File: src/rtl/pst_pkg.sv
package pst_pkg;

    localparam int MAX_PROCS_DEF = 16;

    localparam int BURST_W = 16;
    localparam int PRIO_W  = 8;
    localparam int PID_W   = 5;
    localparam int TIME_W  = 20;
    localparam int TOT_W   = 24;

    localparam int IN_DATA_W  = 24;
    localparam int OUT_DATA_W = 120;

    // saturating adds for the time fields
    function automatic logic [TIME_W-1:0] sat_time(input logic [TIME_W-1:0] a,
                                                   input logic [TIME_W-1:0] b);
        logic [TIME_W:0] s;
        s = {1'b0, a} + {1'b0, b};
        return s[TIME_W] ? {TIME_W{1'b1}} : s[TIME_W-1:0];
    endfunction

    function automatic logic [TOT_W-1:0] sat_tot(input logic [TOT_W-1:0] a,
                                                 input logic [TIME_W-1:0] b);
        logic [TOT_W:0] s;
        s = {1'b0, a} + {{(TOT_W-TIME_W+1){1'b0}}, b};
        return s[TOT_W] ? {TOT_W{1'b1}} : s[TOT_W-1:0];
    endfunction

endpackage

File: src/rtl/pst_ram.sv
module pst_ram #(
    parameter int WIDTH = 8,
    parameter int DEPTH = 16
) (
    input  logic                     clk,
    input  logic                     we,
    input  logic [$clog2(DEPTH)-1:0] waddr,
    input  logic [WIDTH-1:0]         wdata,
    input  logic [$clog2(DEPTH)-1:0] raddr,
    output logic [WIDTH-1:0]         rdata
);

    logic [WIDTH-1:0] mem [DEPTH];

    always_ff @(posedge clk)
    begin
        if (we)
        begin
            mem[waddr] <= wdata;
        end
        rdata <= mem[raddr];
    end

endmodule

File: src/rtl/priority_schedule_times.sv
// priority_schedule_times: non-preemptive priority schedule of one batch.
// Input stream s_*: one beat per process record; s_tdata = {prio_level, burst_len},
// s_tlast marks the last record of the batch. Records are numbered 1 up in arrival
// order; beyond MAX_PROCS records are dropped and the batch is flagged.
// Output stream m_*: one beat per stored process in ascending priority order,
// ties ordered as a plain exchange sort leaves them. Each beat carries id, burst,
// priority, waiting time, turnaround and running totals; m_tlast on the final beat,
// m_tuser set on every beat of a batch that dropped records.
// Sequence: each accepted record that fits is written into the table. After the last
// record of N stored, the sort runs N-1 passes (read entry i, compare it with each
// later entry, write it back), all on the single read port of the process table,
// then each result takes a table read and an output load. s_tready stays low
// from the last record until the final result is loaded into the output register.
// Receiver stall: the output register holds its beat; the emit sequencer waits and
// the next batch may load while the last result still waits.
// Reset: record count, drop flag and sequencer clear, output goes invalid; the
// table itself is not cleared and needs no clearing pass.
module priority_schedule_times
    import pst_pkg::*;
#(
    parameter int MAX_PROCS = MAX_PROCS_DEF
) (
    input  logic                  clk,
    input  logic                  rst_n,
    input  logic                  s_tvalid,
    output logic                  s_tready,
    input  logic [IN_DATA_W-1:0]  s_tdata,   // burst_len[15:0], prio_level[23:16]
    input  logic                  s_tlast,
    output logic                  m_tvalid,
    input  logic                  m_tready,
    output logic [OUT_DATA_W-1:0] m_tdata,   // proc_id, burst_out, prio_out, wait_time,
                                             // turnaround, total_wait, total_turnaround,
                                             // zero pad
    output logic                  m_tlast,
    output logic                  m_tuser    // overflow
);

    localparam int IW = $clog2(MAX_PROCS);
    localparam int CW = $clog2(MAX_PROCS + 1);
    localparam int EW = IW + BURST_W + PRIO_W;

    localparam logic [2:0] S_LOAD = 3'd0;
    localparam logic [2:0] S_RDI  = 3'd1;
    localparam logic [2:0] S_LDI  = 3'd2;
    localparam logic [2:0] S_RDJ  = 3'd3;
    localparam logic [2:0] S_CMP  = 3'd4;
    localparam logic [2:0] S_WBI  = 3'd5;
    localparam logic [2:0] S_RDK  = 3'd6;
    localparam logic [2:0] S_EMK  = 3'd7;

    logic [2:0]    state_reg, state_next;
    logic [CW-1:0] cnt_reg, cnt_next;
    logic          drop_reg, drop_next;
    logic [CW-1:0] n_reg, n_next;
    logic          ovf_reg, ovf_next;
    logic [IW-1:0] i_reg, i_next;
    logic [IW-1:0] j_reg, j_next;
    logic [IW-1:0] k_reg, k_next;
    logic          ovalid_reg, ovalid_next;

    logic [EW-1:0]      cur_reg, cur_next;
    logic [TIME_W-1:0]  wait_reg, wait_next;
    logic [TOT_W-1:0]   totw_reg, totw_next;
    logic [TOT_W-1:0]   tott_reg, tott_next;
    logic [OUT_DATA_W-1:0] odata_reg, odata_next;
    logic               olast_reg, olast_next;
    logic               ouser_reg, ouser_next;

    logic          ram_we;
    logic [IW-1:0] ram_waddr;
    logic [EW-1:0] ram_wdata;
    logic [IW-1:0] ram_raddr;
    logic [EW-1:0] ram_rdata;

    logic          in_acc;
    logic          full;
    logic [CW-1:0] n_after;
    logic          slot_free;
    logic [TIME_W-1:0] ta;
    logic [TOT_W-1:0]  tw_sum;
    logic [TOT_W-1:0]  tt_sum;
    logic [IW:0]       pid_full;

    pst_ram #(
        .WIDTH (EW),
        .DEPTH (MAX_PROCS)
    ) u_table (
        .clk   (clk),
        .we    (ram_we),
        .waddr (ram_waddr),
        .wdata (ram_wdata),
        .raddr (ram_raddr),
        .rdata (ram_rdata)
    );

    assign s_tready  = (state_reg == S_LOAD);
    assign in_acc    = s_tvalid && s_tready;
    assign full      = (cnt_reg == CW'(MAX_PROCS));
    assign n_after   = full ? cnt_reg : cnt_reg + 1'b1;
    assign slot_free = !ovalid_reg || m_tready;

    assign ta       = sat_time(wait_reg, TIME_W'(ram_rdata[PRIO_W +: BURST_W]));
    assign tw_sum   = sat_tot(totw_reg, wait_reg);
    assign tt_sum   = sat_tot(tott_reg, ta);
    assign pid_full = {1'b0, ram_rdata[EW-1 -: IW]} + 1'b1;

    always_comb
    begin
        case (state_reg)
            S_RDI:   ram_raddr = i_reg;
            S_RDJ:   ram_raddr = j_reg;
            default: ram_raddr = k_reg;
        endcase
    end

    always_comb
    begin
        state_next  = state_reg;
        cnt_next    = cnt_reg;
        drop_next   = drop_reg;
        n_next      = n_reg;
        ovf_next    = ovf_reg;
        i_next      = i_reg;
        j_next      = j_reg;
        k_next      = k_reg;
        cur_next    = cur_reg;
        wait_next   = wait_reg;
        totw_next   = totw_reg;
        tott_next   = tott_reg;
        odata_next  = odata_reg;
        olast_next  = olast_reg;
        ouser_next  = ouser_reg;
        ovalid_next = ovalid_reg && !m_tready;
        ram_we      = 1'b0;
        ram_waddr   = cnt_reg[IW-1:0];
        ram_wdata   = {cnt_reg[IW-1:0], s_tdata[BURST_W-1:0],
                       s_tdata[BURST_W +: PRIO_W]};

        case (state_reg)
            S_LOAD:
            begin
                if (in_acc)
                begin
                    if (full)
                    begin
                        drop_next = 1'b1;
                    end
                    else
                    begin
                        ram_we   = 1'b1;
                        cnt_next = cnt_reg + 1'b1;
                    end
                    if (s_tlast)
                    begin
                        n_next    = n_after;
                        ovf_next  = drop_reg || full;
                        i_next    = '0;
                        k_next    = '0;
                        wait_next = '0;
                        totw_next = '0;
                        tott_next = '0;
                        state_next = (n_after == CW'(1)) ? S_RDK : S_RDI;
                    end
                end
            end
            S_RDI:
            begin
                state_next = S_LDI;
            end
            S_LDI:
            begin
                cur_next   = ram_rdata;
                j_next     = i_reg + 1'b1;
                state_next = S_RDJ;
            end
            S_RDJ:
            begin
                state_next = S_CMP;
            end
            S_CMP:
            begin
                if (cur_reg[PRIO_W-1:0] > ram_rdata[PRIO_W-1:0])
                begin
                    ram_we    = 1'b1;
                    ram_waddr = j_reg;
                    ram_wdata = cur_reg;
                    cur_next  = ram_rdata;
                end
                if (CW'(j_reg) == n_reg - 1'b1)
                begin
                    state_next = S_WBI;
                end
                else
                begin
                    j_next     = j_reg + 1'b1;
                    state_next = S_RDJ;
                end
            end
            S_WBI:
            begin
                ram_we    = 1'b1;
                ram_waddr = i_reg;
                ram_wdata = cur_reg;
                if (CW'(i_reg) == n_reg - CW'(2))
                begin
                    state_next = S_RDK;
                end
                else
                begin
                    i_next     = i_reg + 1'b1;
                    state_next = S_RDI;
                end
            end
            S_RDK:
            begin
                state_next = S_EMK;
            end
            S_EMK:
            begin
                if (slot_free)
                begin
                    ovalid_next = 1'b1;
                    odata_next  = {3'b000, tt_sum, tw_sum, ta, wait_reg,
                                   ram_rdata[PRIO_W-1:0],
                                   ram_rdata[PRIO_W +: BURST_W],
                                   PID_W'(pid_full)};
                    olast_next  = (CW'(k_reg) == n_reg - 1'b1);
                    ouser_next  = ovf_reg;
                    wait_next   = ta;
                    totw_next   = tw_sum;
                    tott_next   = tt_sum;
                    if (CW'(k_reg) == n_reg - 1'b1)
                    begin
                        cnt_next   = '0;
                        drop_next  = 1'b0;
                        state_next = S_LOAD;
                    end
                    else
                    begin
                        k_next     = k_reg + 1'b1;
                        state_next = S_RDK;
                    end
                end
            end
            default:
            begin
                state_next = S_LOAD;
            end
        endcase
    end

    always_ff @(posedge clk or negedge rst_n)
    begin
        if (!rst_n)
        begin
            state_reg  <= S_LOAD;
            cnt_reg    <= '0;
            drop_reg   <= 1'b0;
            n_reg      <= '0;
            ovf_reg    <= 1'b0;
            i_reg      <= '0;
            j_reg      <= '0;
            k_reg      <= '0;
            ovalid_reg <= 1'b0;
        end
        else
        begin
            state_reg  <= state_next;
            cnt_reg    <= cnt_next;
            drop_reg   <= drop_next;
            n_reg      <= n_next;
            ovf_reg    <= ovf_next;
            i_reg      <= i_next;
            j_reg      <= j_next;
            k_reg      <= k_next;
            ovalid_reg <= ovalid_next;
        end
    end

    always_ff @(posedge clk)
    begin
        cur_reg   <= cur_next;
        wait_reg  <= wait_next;
        totw_reg  <= totw_next;
        tott_reg  <= tott_next;
        odata_reg <= odata_next;
        olast_reg <= olast_next;
        ouser_reg <= ouser_next;
    end

    assign m_tvalid = ovalid_reg;
    assign m_tdata  = odata_reg;
    assign m_tlast  = olast_reg;
    assign m_tuser  = ouser_reg;

    a_cnt_bound: assert property (@(posedge clk) disable iff (!rst_n)
        cnt_reg <= CW'(MAX_PROCS))
        else $error("record count beyond table depth");

    a_sort_idx: assert property (@(posedge clk) disable iff (!rst_n)
        (state_reg == S_CMP) |-> (j_reg > i_reg) && (CW'(j_reg) < n_reg))
        else $error("sort index out of order or range");

    a_last_stops_in: assert property (@(posedge clk) disable iff (!rst_n)
        (in_acc && s_tlast) |=> !s_tready)
        else $error("input still open after last record");

    a_emit_loads: assert property (@(posedge clk) disable iff (!rst_n)
        (state_reg == S_EMK && slot_free) |=> m_tvalid)
        else $error("emit did not load output register");

    a_batch_end: assert property (@(posedge clk) disable iff (!rst_n)
        (state_reg == S_EMK && slot_free && olast_next) |=> (cnt_reg == '0) && !drop_reg)
        else $error("batch state not cleared after final result");

endmodule

File: config.mk
export PLATFORM = sky130hd
export DESIGN_NAME = priority_schedule_times
export DESIGN_NICKNAME = d
export VERILOG_FILES = /design/src/rtl/pst_pkg.sv /design/src/rtl/pst_ram.sv /design/src/rtl/priority_schedule_times.sv
export SDC_FILE = /design/constraint.sdc
export NUM_CORES = 1
export LEC_CHECK = 0
export BUFFER_PORTS_ARGS = -buffer_cell sky130_fd_sc_hd__buf_2
export CORE_MARGIN = 1
export CORE_UTILIZATION = 51
export DETAILED_ROUTE_END_ITERATION = 7
export GPL_TIMING_DRIVEN = 0
export PLACE_DENSITY_LB_ADDON = 0.12
export SLEW_MARGIN = 10
export SYNTH_ARGS = -nofsm -noshare
export SYNTH_HDL_FRONTEND = slang
export SYNTH_SLANG_ARGS = --single-unit
File: constraint.sdc
create_clock -name clk -period 7.9 [get_ports clk]
set_input_delay 1.58 -clock clk [delete_from_list [all_inputs] [get_ports clk]]
set_output_delay 1.58 -clock clk [all_outputs]
set_load 0.03 [all_outputs]
Yosys cells after proc, flatten, opt, wreduce, memory -nomap -nowiden
Memory sizes are Yosys's and may differ from the RTL's. A register that Yosys moved wholly into a read port is not among the register bits.
Index checks and enable logic that the tools add are counted.
Widths: inputs -> output; s select.

operators by class
  reduce and logical (&&, ||, !) cells = 20
  magnitude comparators = 1
  muxes and demuxes = 55
  equal/unequal tests = 21
  add/sub/neg operators = 10

operators by type and width
  cell                 count
  $mux 24              6
  $pmux 28 s2          2
  $pmux 24 s2          2
  $mux 20              4
  $mux 28              2
  $add 24x20->25       2
  $pmux 20 s2          1
  $pmux 4 s2           5
  $mux 4               7
  $pmux 3 s8           1
  $add 20x16->21       1
  $mux 3               7
  $mux 5               4
  $eq 4x5->1           3
  $add 4x1->4 const B  3
  $eq 3x3->1 const B   4
  $ne 2x2->1 const B   6
  $reduce_and 4->1     3
  $mux 1               11
  $pmux 5 s2           1
  $reduce_and 5->1     2
  $gt 8x8->1           1
  $eq 3x2->1 const B   2
  $ne 2x1->1 const B   3
  16 further kinds     24

word-level totals
  bits of input ports = 29
  memory bits (writable) = 448
  bits in registers = 243
  memories = 1

memories
  name         words  width  read ports  clocked after memory_dff  wr ports  RTL line       text
  u_table.mem  16     28     1           1                         1         pst_ram.sv:13  logic [WIDTH-1:0] mem [DEPTH];

Longest topological paths before layout
Gate-level depths: netlist of run 1.

  word-level depth = 7
  gate-level depth with buffers = 20

By module
A second synthesis of run 1 with hierarchy kept.

unflattened totals
  cells, all modules = 1867
  area total of the unflattened synthesis = 30663.2 µm²

modules (own cells, without submodules)
  module                   seq. area each (µm²)  cells an instance  instances  area an instance (µm²)
  pst_ram                  14013.4               735                1          17523.1
  priority_schedule_times  7156.9                1132               1          13140.1

Worst setup path before layout of run 1
No wires, ideal clock.

  path kind = register -> register
  start point = register wait_reg[0]
  end point = register odata_reg[116], in the netlist m_tdata[116] (data pin)
  cell stages (with the launch flop) = 19
  period minus slack after synthesis = 4.733 ns
  required time = 7.640 ns
  slack = 3.167 ns
  arrival = 4.473 ns
  library setup time = 0.260 ns
  path buffers = 1
  path through = edfxtp_1 > ha_1 > fa_1 > a21o_1 > a31oi_1 > nor3_1 > a211o_1 > a211o_1 > and2_4 > buf_6 > or2_1 > ha_1 > a21oi_1 > o21ai_0 > a221o_1 > o21ai_0 > a21oi_1 > a31oi_1 > mux2_2

between the ends
  cells in the longest elaborated chain, start to end = 4

RTL lines
  element                 RTL line                        text
  start, declared         priority_schedule_times.sv:62   logic [TIME_W-1:0] wait_reg, wait_next;
  start signal, assigned  priority_schedule_times.sv:283  wait_reg <= wait_next;
  $add 20x16->21          pst_pkg.sv:18                   s = {1'b0, a} + {1'b0, b};
  $mux 20                 pst_pkg.sv:19                   return s[TIME_W] ? {TIME_W{1'b1}} : s[TIME_W-1:0];
  net ta[6]               priority_schedule_times.sv:79   logic [TIME_W-1:0] ta;
  $add 24x20->25          pst_pkg.sv:25                   s = {1'b0, a} + {{(TOT_W-TIME_W+1){1'b0}}, b};
  $mux 24                 pst_pkg.sv:26                   return s[TOT_W] ? {TOT_W{1'b1}} : s[TOT_W-1:0];
  net tt_sum[23]          priority_schedule_times.sv:81   logic [TOT_W-1:0] tt_sum;
  end signal, assigned    priority_schedule_times.sv:286  odata_reg <= odata_next;
  end, declared           priority_schedule_times.sv:65   logic [OUT_DATA_W-1:0] odata_reg, odata_next;

The timed path passes the listed nets, and every way through them passes these cells.
A chain may end at the register's enable or synchronous reset.

Worst setup path after layout of run 1
  start point = register wait_reg[0]
  end point = register odata_reg[95], in the netlist m_tdata[95] (data pin)

Same word-level chain as after synthesis.

==> flow_summary.json, run 1 <==
{
  "die-area_sq_um": 61600,
  "r2r-start": "wait_reg[0]$_SDFFCE_PN0P_",
  "criticalPathCategory": "register to register",
  "wirelength_um": 74800,
  "worstPathArrival_ns": 6.15,
  "async_reset_ff_frac": 0.0389,
  "hold_buffers": 0,
  "grt_most_used_layer": "met2",
  "io_buffers": 149,
  "cts_buffers": 75,
  "synth_common_cells": "edfxtp_1, a21oi_1, mux4_2, nand2_1, nor2_1",
  "cp-start-kind": "register",
  "synth_cell_types": 76,
  "worst_ep_required_time_ns": 8.23,
  "synth_cells": 1932,
  "h-tree-depth": 3,
  "drc_errors": 0,
  "final_hold_viol_count": 0,
  "finalWorstSetupSlack_ns": 2.08,
  "drt_iter0_markers": 1463,
  "insertion_delay_ns": 0.62,
  "worstHoldStart": "ovf_reg$_DFFE_PN0P_",
  "grt_max_degree": 81,
  "antenna_found_initial": 0,
  "met1_usage": 0.328,
  "drive_above_1_share": 0.235,
  "crit_buf_inv": 4,
  "cp_top_family": "compound AO/OA/AOI/OAI gates",
  "syn-cell-area_sq_um": 30900,
  "setup_tns_ns": 0,
  "ios": 153,
  "cts_tree": "built",
  "slew_violations": 0,
  "syn2layout_area_growth_pct": 16.2,
  "path_clk_slew_ns": 0.06,
  "grt_pass1_vias": 17700,
  "cp-end-kind": "register",
  "top_register": "u_table.mem",
  "crit_start": "wait_reg[0]$_SDFFCE_PN0P_",
  "dp.cells": 2880,
  "netlist.area_leader.share": 0.644,
  "cp_slowest_cell": "edfxtp_1",
  "max_cap_violations": 0,
  "leakage_nw": 12.9,
  "clk_path_buf_depth": 3,
  "synth.most_common_cell": "edfxtp_1",
  "finalCritPeriodShare": 0.737,
  "root_buffer": "clkbuf_16",
  "fillers": 4459,
  "fin_nets": 2289,
  "peakVddDrop_uv": 267,
  "cp_max_fo": 10,
  "max_slew_margin": 0.329,
  "cpPeakStageDelay_ns": 0.46,
  "fin_area_sq_um": 35900,
  "grt_pass1_wl_um": 111000,
  "powerDensity_nw_per_um2": 446,
  "ant_nets": 0,
  "worst_slew_pin_slew_ns": 1.01,
  "gr-total-overflow": 0,
  "cts_setup_buffers": 0,
  "rsz0062_at_grt": "no",
  "skew_ns": 0.0187,
  "yosysSeqAreaShare": 0.684,
  "fmax_mhz": 172,
  "viasPerCell": 5.93,
  "synth-main-ff-cell": "edfxtp_1",
  "synth_enable_flop_cells": 663,
  "initial_core_util": 0.520,
  "dpl_cell_area_sq_um": 33400,
  "chipWidth_um": 248,
  "r2r_slack_ns": 2.08,
  "use_met3": 0.0435,
  "largest_register_ffs": 448,
  "dr.pass1.iters": 7,
  "n_antenna_cell": 0,
  "place.gp.congestion": 0.881,
  "cts_sinks": 719,
  "dp_worst_setup_slack_ns": 2.12,
  "vias": 17900,
  "fp.coreArea_sq_um": 59500,
  "wl_per_cell_um": 24.8,
  "cts_resized": 0,
  "hpwl_um": 50800,
  "layout_min_cycle_time_ns": 5.82,
  "synthTopCellsByArea": "edfxtp_1, mux4_2, ha_1",
  "hold_class": "register to register",
  "rows": 89,
  "grtUsageTotal": 0.248,
  "synth_warnings": 0,
  "finalNonFillerCells": 3020,
  "final-setup-viol-count": 0,
  "ys_ff_latch": 719,
  "synth_top_area_cell": "edfxtp_1",
  "dieHeight_um": 248,
  "status": "completed",
  "use_met2": 0.415,
  "syn_avg_cell_area_sq_um": 16.0,
  "timing.critical_path.cells": "ha_1, fa_1, a21o_1, a31oi_1, nor3_1, a211o_1, a211o_1, nand2_1, buf_2, nand2_1, ha_1, clkbuf_1, a21oi_1, o211ai_1, a21oi_1, nor2_1, nor2_1, buf_2, buf_2, nand2_1"
}
## report_power, final
part	total [W]	switching, W	internal [W]
Combinational	0.00681	0.00415	0.00266
Sequential	0.00557	0.000344	0.00522
Clock	0.00365	0.00148	0.00217
## cell families after synthesis
kind of cell | Yosys count | share of synthesized area
other cells | 1 | 0.000121
flops | 719 | 0.684
simple gates | 393 | 0.0636
buf+inv | 137 | 0.0216
xor+xnor | 67 | 0.0190
compound gates | 358 | 0.0745
mux | 181 | 0.105
fa+ha+maj | 76 | 0.0315
## metal layers
metal / vias up / wire length [um]
li1: 8086 / -
met1: 9092 / 31000
met2: 599 / 37100
met3: 124 / 4400
met4: 0 / 2240
met5: - / 0
## cell type report
class	count	area [sq um]	area share
plain buffers	90	493	0.0137
clock buffers	90	2030	0.0564
clock inverters	50	548	0.0152
inverters	47	181	0.00505
multi-input cells	1078	9240	0.257
flip-flops and latches	719	21200	0.589
well taps	773	967	0.0269
repair buffers	173	1330	0.0369
## through the flow
step	total power [W]	utilization	hold WS, ns
floorplan	0.0103	-	0.425
global placement	0.0122	0.549	0.439
detailed placement	0.0125	0.561	0.453
CTS	0.0161	0.605	0.471
global route	0.0169	0.605	0.486
finish	0.0160	0.605	0.468
## worst paths after layout
path                                              end  cells past startpoint
worst max-delay path            m_tdata[95]$_DFFE_PP_                     20
worst min-delay path                m_tuser$_DFFE_PP_                      0
worst max register to register  m_tdata[95]$_DFFE_PP_                     20
worst min register to register      m_tuser$_DFFE_PP_                      0
max in group asynchronous         ovf_reg$_DFFE_PN0P_                      1
min in group asynchronous        j_reg[0]$_DFFE_PN0P_                      1
## cells in the final DEF, fill, tap and decap left out, types with 11 or more instances in the layout
master	Yosys	final
nand2b_1	16	16
nand3_1	30	30
nor3_1	18	18
clkbuf_16	0	78
dfrtp_1	28	28
mux2i_1	37	37
clkbuf_1	44	53
nor2_1	81	65
mux2_2	32	32
buf_16	0	15
nor2_4	0	16
nor2b_1	38	38
buf_2	25	174
clkinv_1	0	11
inv_1	47	46
edfxtp_1	663	663
xnor2_1	33	33
a31oi_1	19	19
nand2_1	108	107
o211ai_1	16	16
or2_2	11	11
ha_1	73	73
a21o_1	19	19
or3_1	12	12
a211oi_1	34	34
and2_1	28	28
xor2_1	34	34
o21ai_0	53	52
clkinv_2	0	17
dfxtp_1	28	28
nand4_1	12	12
buf_6	12	12
mux4_2	112	112
o21a_1	28	28
a21oi_1	126	125
Note: power is estimated with default switching activity, not from simulation.
==> run 2, diff against run 1 <==
==> constraint.sdc (replaced) <==
create_clock -name clk -period 5 [get_ports clk]
set_input_delay 1 -clock clk [delete_from_list [all_inputs] [get_ports clk]]
set_output_delay 1 -clock clk [all_outputs]
set_load 0.03 [all_outputs]
==> run 2 against run 1 <==
  * Final cell count rose by 0.13%
  * Combinational power rose by 67%
  * Register-to-register slack got worse by 1.9 ns
  * Fmax rose by 20%
  * Clock skew rose by 0.0011 ns
  * First-iteration DRC count rose by 4.4%
  * Clock power rose by 58%
  * Final area rose by 1.0%
  * Via count rose by 0.37%
  * Critical path depth fell by 3
  * Non-clock buffer count rose by 4
  * Total power rose by 62%
  * Critical path type unchanged
  * Largest cell class unchanged
==> flow_summary.json, run 2 (synthesized netlist as in run 1, its figures left out) <==
{
  "cts_sinks": 719,
  "finalCritPeriodShare": 0.968,
  "power_frac_comb": 0.438,
  "dr.pass1.iters": 5,
  "max_slew_margin": 0.331,
  "chipWidth_um": 248,
  "grtUsageTotal": 0.248,
  "status": "completed",
  "power_w": 0.0259,
  "vias": 18000,
  "worst_slew_pin_slew_ns": 1.00,
  "fin_nets": 2293,
  "syn2layout_area_growth_pct": 17.4,
  "final_common_cell": "edfxtp_1",
  "power.internal_w": 0.0162,
  "initial_core_util": 0.520,
  "viasPerCell": 5.94,
  "h-tree-depth": 3,
  "netSwitchingPower_w": 0.00970,
  "cp-start-kind": "register",
  "root_buffer": "clkbuf_16",
  "cts_tree": "built",
  "worst_ep_required_time_ns": 5.35,
  "peakVddDrop_uv": 422,
  "cp-end-kind": "register",
  "drt_iter0_markers": 1528,
  "layout_min_cycle_time_ns": 4.84,
  "cp_max_fo": 10,
  "grt_max_degree": 81,
  "grt_pass1_wl_um": 111000,
  "pwr-share-clk": 0.223,
  "ios": 153,
  "sequentialPowerShare": 0.340,
  "skew_ns": 0.0198,
  "fmax_mhz": 207,
  "hpwl_um": 50800,
  "clk_path_buf_depth": 3,
  "wl_per_cell_um": 24.8,
  "rows": 89,
  "dp_worst_setup_slack_ns": -0.775,
  "drc_errors": 0,
  "insertion_delay_ns": 0.63,
  "p_sw_frac": 0.374,
  "powerDensity_nw_per_um2": 714,
  "dieHeight_um": 248,
  "final-setup-viol-count": 0,
  "hold_buffers": 0,
  "die-area_sq_um": 61600,
  "path_clk_slew_ns": 0.06,
  "leakage_nw": 12.9,
  "criticalPathCategory": "register to register",
  "reg2reg_depth": 17,
  "seq_area_sq_um": 21200,
  "ant_nets": 0,
  "multi_input_area_sq_um": 9550,
  "n_antenna_cell": 0,
  "grt_pass1_vias": 17800,
  "layout_common_cells": "edfxtp_1, buf_2, a21oi_1",
  "top_register": "u_table.mem",
  "io_buffers": 149,
  "worstPathArrival_ns": 5.19,
  "gr-total-overflow": 0,
  "setup_tns_ns": 0,
  "max_cap_violations": 0,
  "drive_above_1_share": 0.259,
  "largest_register_ffs": 448,
  "fillers": 4406,
  "final_hold_viol_count": 0,
  "place.gp.congestion": 0.881,
  "slew_violations": 0,
  "cts_buffers": 75,
  "fp.coreArea_sq_um": 59500,
  "antenna_found_initial": 0,
  "wirelength_um": 75100,
  "hold_class": "input pin to asynchronous set/reset pin",
  "rsz0062_at_grt": "no",
  "finalWorstSetupSlack_ns": 0.161
}
[run 2: area by class of cell]
type	instances	share of cell area
flip-flops and latches	719	0.583
multi-input cells	1078	0.263
clock buffers	90	0.0558
repair buffers	182	0.0384
well taps	773	0.0266
clock inverters	50	0.0151
plain buffers	85	0.0134
inverters	47	0.00499
[run 2: power by group through the flow]
stage / combinational [W] / clock (W) / sequential [W]
after floorplan: 0.00733 / 0 / 0.00893
after global placement: 0.0103 / 0 / 0.00897
after detailed placement: 0.0108 / 0 / 0.00892
after CTS: 0.0111 / 0.00586 / 0.00881
after global routing: 0.0123 / 0.00609 / 0.00889
final: 0.0114 / 0.00577 / 0.00881
[run 2: path summary, 6_finish.rpt]
| kind | to | start | slack (ns) |
|---|---|---|---|
| min in group clk | m_tuser$_DFFE_PP_ | ovf_reg$_DFFE_PN0P_ | 0.47 |
| min reg2reg | m_tuser$_DFFE_PP_ | ovf_reg$_DFFE_PN0P_ | 0.47 |
| max in group asynchronous | ovf_reg$_DFFE_PN0P_ | rst_n | 4.14 |
| min | j_reg[0]$_DFFE_PN0P_ | rst_n | 0.41 |
| max | m_tdata[116]$_DFFE_PP_ | wait_reg[4]$_SDFFCE_PN0P_ | 0.16 |
| max reg2reg | m_tdata[116]$_DFFE_PP_ | wait_reg[4]$_SDFFCE_PN0P_ | 0.16 |
[run 2: stage by stage]
stage | instances | instance area, sq um | hold slack (ns) | utilization
floorplan | 1934 | 30900 | 0.425 | -
global placement | 2856 | 32600 | 0.439 | 0.549
detailed placement | 2880 | 33400 | 0.453 | 0.561
CTS | 3020 | 36100 | 0.416 | 0.608
global route | 3024 | 36300 | 0.437 | 0.611
finish | 3024 | 36300 | 0.410 | 0.611
[run 2: what timing repair did]
item / CTS / global route
pin swaps: 7 / 14
buffers inserted: 3 / 6
endpoints found under the setup margin: 48 / 48
gates resized for setup: 37 / 30
[run 2: per-layer routing]
layer / vias up / routed length [um] / global-route usage / share of wire
met2: 563 / 37300 / 0.416 / 0.50
met4: 0 / 2350 / 0.0841 / 0.031
met5: - / 0 / 0 / 0
met1: 9174 / 31300 / 0.328 / 0.42
li1: 8096 / - / - / -
met3: 135 / 4210 / 0.0427 / 0.056
[run 2: worst max-delay path: stages (launching register included)]
cell and delay, ns:
edfxtp_1 0.48, ha_1 0.42, a211o_1 0.33, a31oi_4 0.18, nor3_1 0.08, a211o_1 0.31
a211o_4 0.40, and2_4 0.17, buf_6 0.13, or2_1 0.32, ha_4 0.27, nand2_2 0.12
o21ai_1 0.13, a221o_1 0.37, o21ai_2 0.19, a21oi_4 0.10, a31oi_2 0.22, mux2_2 0.36
==> run 3, diff against run 2 <==
==> constraint.sdc (replaced) <==
create_clock -name clk -period 5 [get_ports clk]
set_input_delay 0.5 -clock clk [delete_from_list [all_inputs] [get_ports clk]]
set_output_delay 0.5 -clock clk [all_outputs]
set_load 0.03 [all_outputs]
==> run 3 against run 2 <==
  * Fmax about the same
  * Critical path depth unchanged
  * Combinational power about the same
  * Hold slack got worse by 0.17 ns
  * Routed wire length increased by 0.18%
  * Clock-buffer cell count unchanged
  * Setup slack got worse by 0.00096 ns
  * Final area about the same
  * Sequential share of layout area about the same
  * Final cell count about the same
  * Clock power about the same
  * Clock skew about the same
==> flow_summary.json, run 3 (synthesized netlist as in run 1, its figures left out) <==
{
  "status": "completed",
  "reg2reg_depth": 17,
  "grt_pass1_vias": 17800,
  "largest_register_ffs": 448,
  "insertion_delay_ns": 0.62,
  "dr.pass1.iters": 5,
  "cpPeakStageDelay_ns": 0.48,
  "worst_ep_required_time_ns": 5.35,
  "worst_slew_pin_slew_ns": 1.00,
  "root_buffer": "clkbuf_16",
  "chipWidth_um": 248,
  "drt_iter0_markers": 1478,
  "cp_slowest_cell": "edfxtp_1",
  "ios": 153,
  "cp_max_fo": 10,
  "cts_buffers": 75,
  "final-setup-viol-count": 0,
  "drive_above_1_share": 0.258,
  "finalCritPeriodShare": 0.968,
  "hold_class": "input pin to register",
  "endpoint": "m_tdata[116]$_DFFE_PP_",
  "cp-end-kind": "register",
  "wirelength_um": 75300,
  "r2r_slack_ns": 0.16,
  "cp_common_cell": "a211o_1",
  "top_register": "u_table.mem",
  "viasPerCell": 5.96,
  "cts_tree": "built",
  "p_sw_frac": 0.374,
  "worstPathArrival_ns": 5.19,
  "peakVddDrop_uv": 422,
  "syn2layout_area_growth_pct": 17.5,
  "grtUsageTotal": 0.248,
  "pwr-share-clk": 0.223,
  "io_buffers": 149,
  "sequentialPowerShare": 0.340,
  "h-tree-depth": 3,
  "timing.critical_path.cells": "ha_1, a211o_1, a31oi_4, nor3_1, a211o_1, a211o_4, and2_4, buf_6, or2_1, ha_4, nand2_2, o21ai_1, a221o_1, o21ai_2, a21oi_4, a31oi_2, mux2_2",
  "criticalPathCategory": "register to register",
  "final_common_cell": "edfxtp_1",
  "power.internal_w": 0.0162,
  "wl_per_cell_um": 24.9,
  "power_frac_comb": 0.438,
  "powerDensity_nw_per_um2": 714,
  "cts_sinks": 719,
  "n_antenna_cell": 0,
  "hpwl_um": 50800,
  "leakage_nw": 13.0,
  "clk_path_buf_depth": 3,
  "drc_errors": 0,
  "skew_ns": 0.0201,
  "cp-start-kind": "register",
  "rows": 89,
  "fmax_mhz": 207,
  "netSwitchingPower_w": 0.00969,
  "r2r-start": "wait_reg[4]$_SDFFCE_PN0P_",
  "vias": 18000,
  "setup_tns_ns": 0,
  "initial_core_util": 0.520,
  "grt_pass1_wl_um": 111000,
  "crit_start": "wait_reg[4]$_SDFFCE_PN0P_",
  "gr-total-overflow": 0,
  "ant_nets": 0,
  "path_clk_slew_ns": 0.06,
  "fp.coreArea_sq_um": 59500,
  "dieHeight_um": 248,
  "layout_min_cycle_time_ns": 4.84,
  "slew_violations": 0,
  "die-area_sq_um": 61600,
  "grt_max_degree": 81,
  "layout_common_cells": "edfxtp_1, buf_2, a21oi_1",
  "rsz0062_at_grt": "no",
  "antenna_found_initial": 0,
  "max_slew_margin": 0.332,
  "fin_nets": 2294,
  "max_cap_violations": 0,
  "place.gp.congestion": 0.881,
  "r2r_end": "m_tdata[116]$_DFFE_PP_",
  "final_hold_viol_count": 0,
  "fillers": 4406,
  "power_w": 0.0259
}
-- run 3: what timing repair did --
item                                    CTS  global route
buffers inserted                          3             6
pin swaps                                 7            14
endpoints found under the setup margin   48            48
hold endpoints to repair                 28             0
resized for setup                        37            30
hold buffers                              1             0
-- run 3: layout make-up --
class | count | area, sq um | area share
buffer | 85 | 487 | 0.0134
clock buffer | 90 | 2030 | 0.0558
clock inverter | 50 | 548 | 0.0151
inverter | 47 | 181 | 0.00499
multi-input combinational | 1078 | 9550 | 0.263
sequential | 719 | 21200 | 0.583
tap | 773 | 967 | 0.0266
timing repair buffer | 183 | 1400 | 0.0386
-- run 3: power groups by stage --
| stage | logic, W | registers [W] | clock network, W |
|---|---|---|---|
| 2_1_floorplan | 0.00733 | 0.00893 | 0 |
| 3_3_place_gp | 0.0103 | 0.00897 | 0 |
| 3_5_place_dp | 0.0108 | 0.00892 | 0 |
| 4_1_cts | 0.0111 | 0.00881 | 0.00586 |
| 5_1_grt | 0.0123 | 0.00889 | 0.00609 |
| 6_report | 0.0113 | 0.00881 | 0.00577 |
-- run 3: how the worst min path moves through the flow --
stage | to | cells after the start | slack [ns] | startpoint
floorplan | cnt_reg[0]$_DFFE_PN0P_ | 0 | 0.20 | rst_n
CTS | m_tvalid$_DFF_PN0_ | 3 | 0.21 | m_tready
detailed placement | m_tuser$_DFFE_PP_ | 0 | 0.45 | ovf_reg$_DFFE_PN0P_
finish | m_tvalid$_DFF_PN0_ | 3 | 0.24 | m_tready
global placement | m_tuser$_DFFE_PP_ | 0 | 0.44 | ovf_reg$_DFFE_PN0P_
global route | m_tvalid$_DFF_PN0_ | 3 | 0.24 | m_tready
-- run 3: per-stage QoR --
stage	worst slack (ns)	utilization	instance area, sq um	hold WS [ns]	cells
2_1_floorplan	0.267	-	30900	0.204	1934
3_3_place_gp	-0.751	0.549	32600	0.439	2856
3_5_place_dp	-0.775	0.561	33400	0.453	2880
4_1_cts	0.0221	0.608	36100	0.212	3021
5_1_grt	0.0312	0.611	36300	0.243	3025
6_report	0.160	0.611	36300	0.242	3025
-- run 3: routing by layer --
metal  track usage  share of wire  wire length [um]
met4        0.0841          0.030              2280
met2         0.416           0.50             37500
met1         0.328           0.41             31200
met3        0.0427          0.057              4260
met5             0              0                 0
-- run 3: worst max-delay path, delay by kind of cell (launching register included) --
family                   cells  cell delay [ns]
flip-flops                   1             0.48
adder cells (fa/ha/maj)      2             0.69
multiplexers                 1             0.36
AO/OA/AOI/OAI                9             2.22
buffers and inverters        1             0.13
AND/OR/NAND/NOR              4             0.69
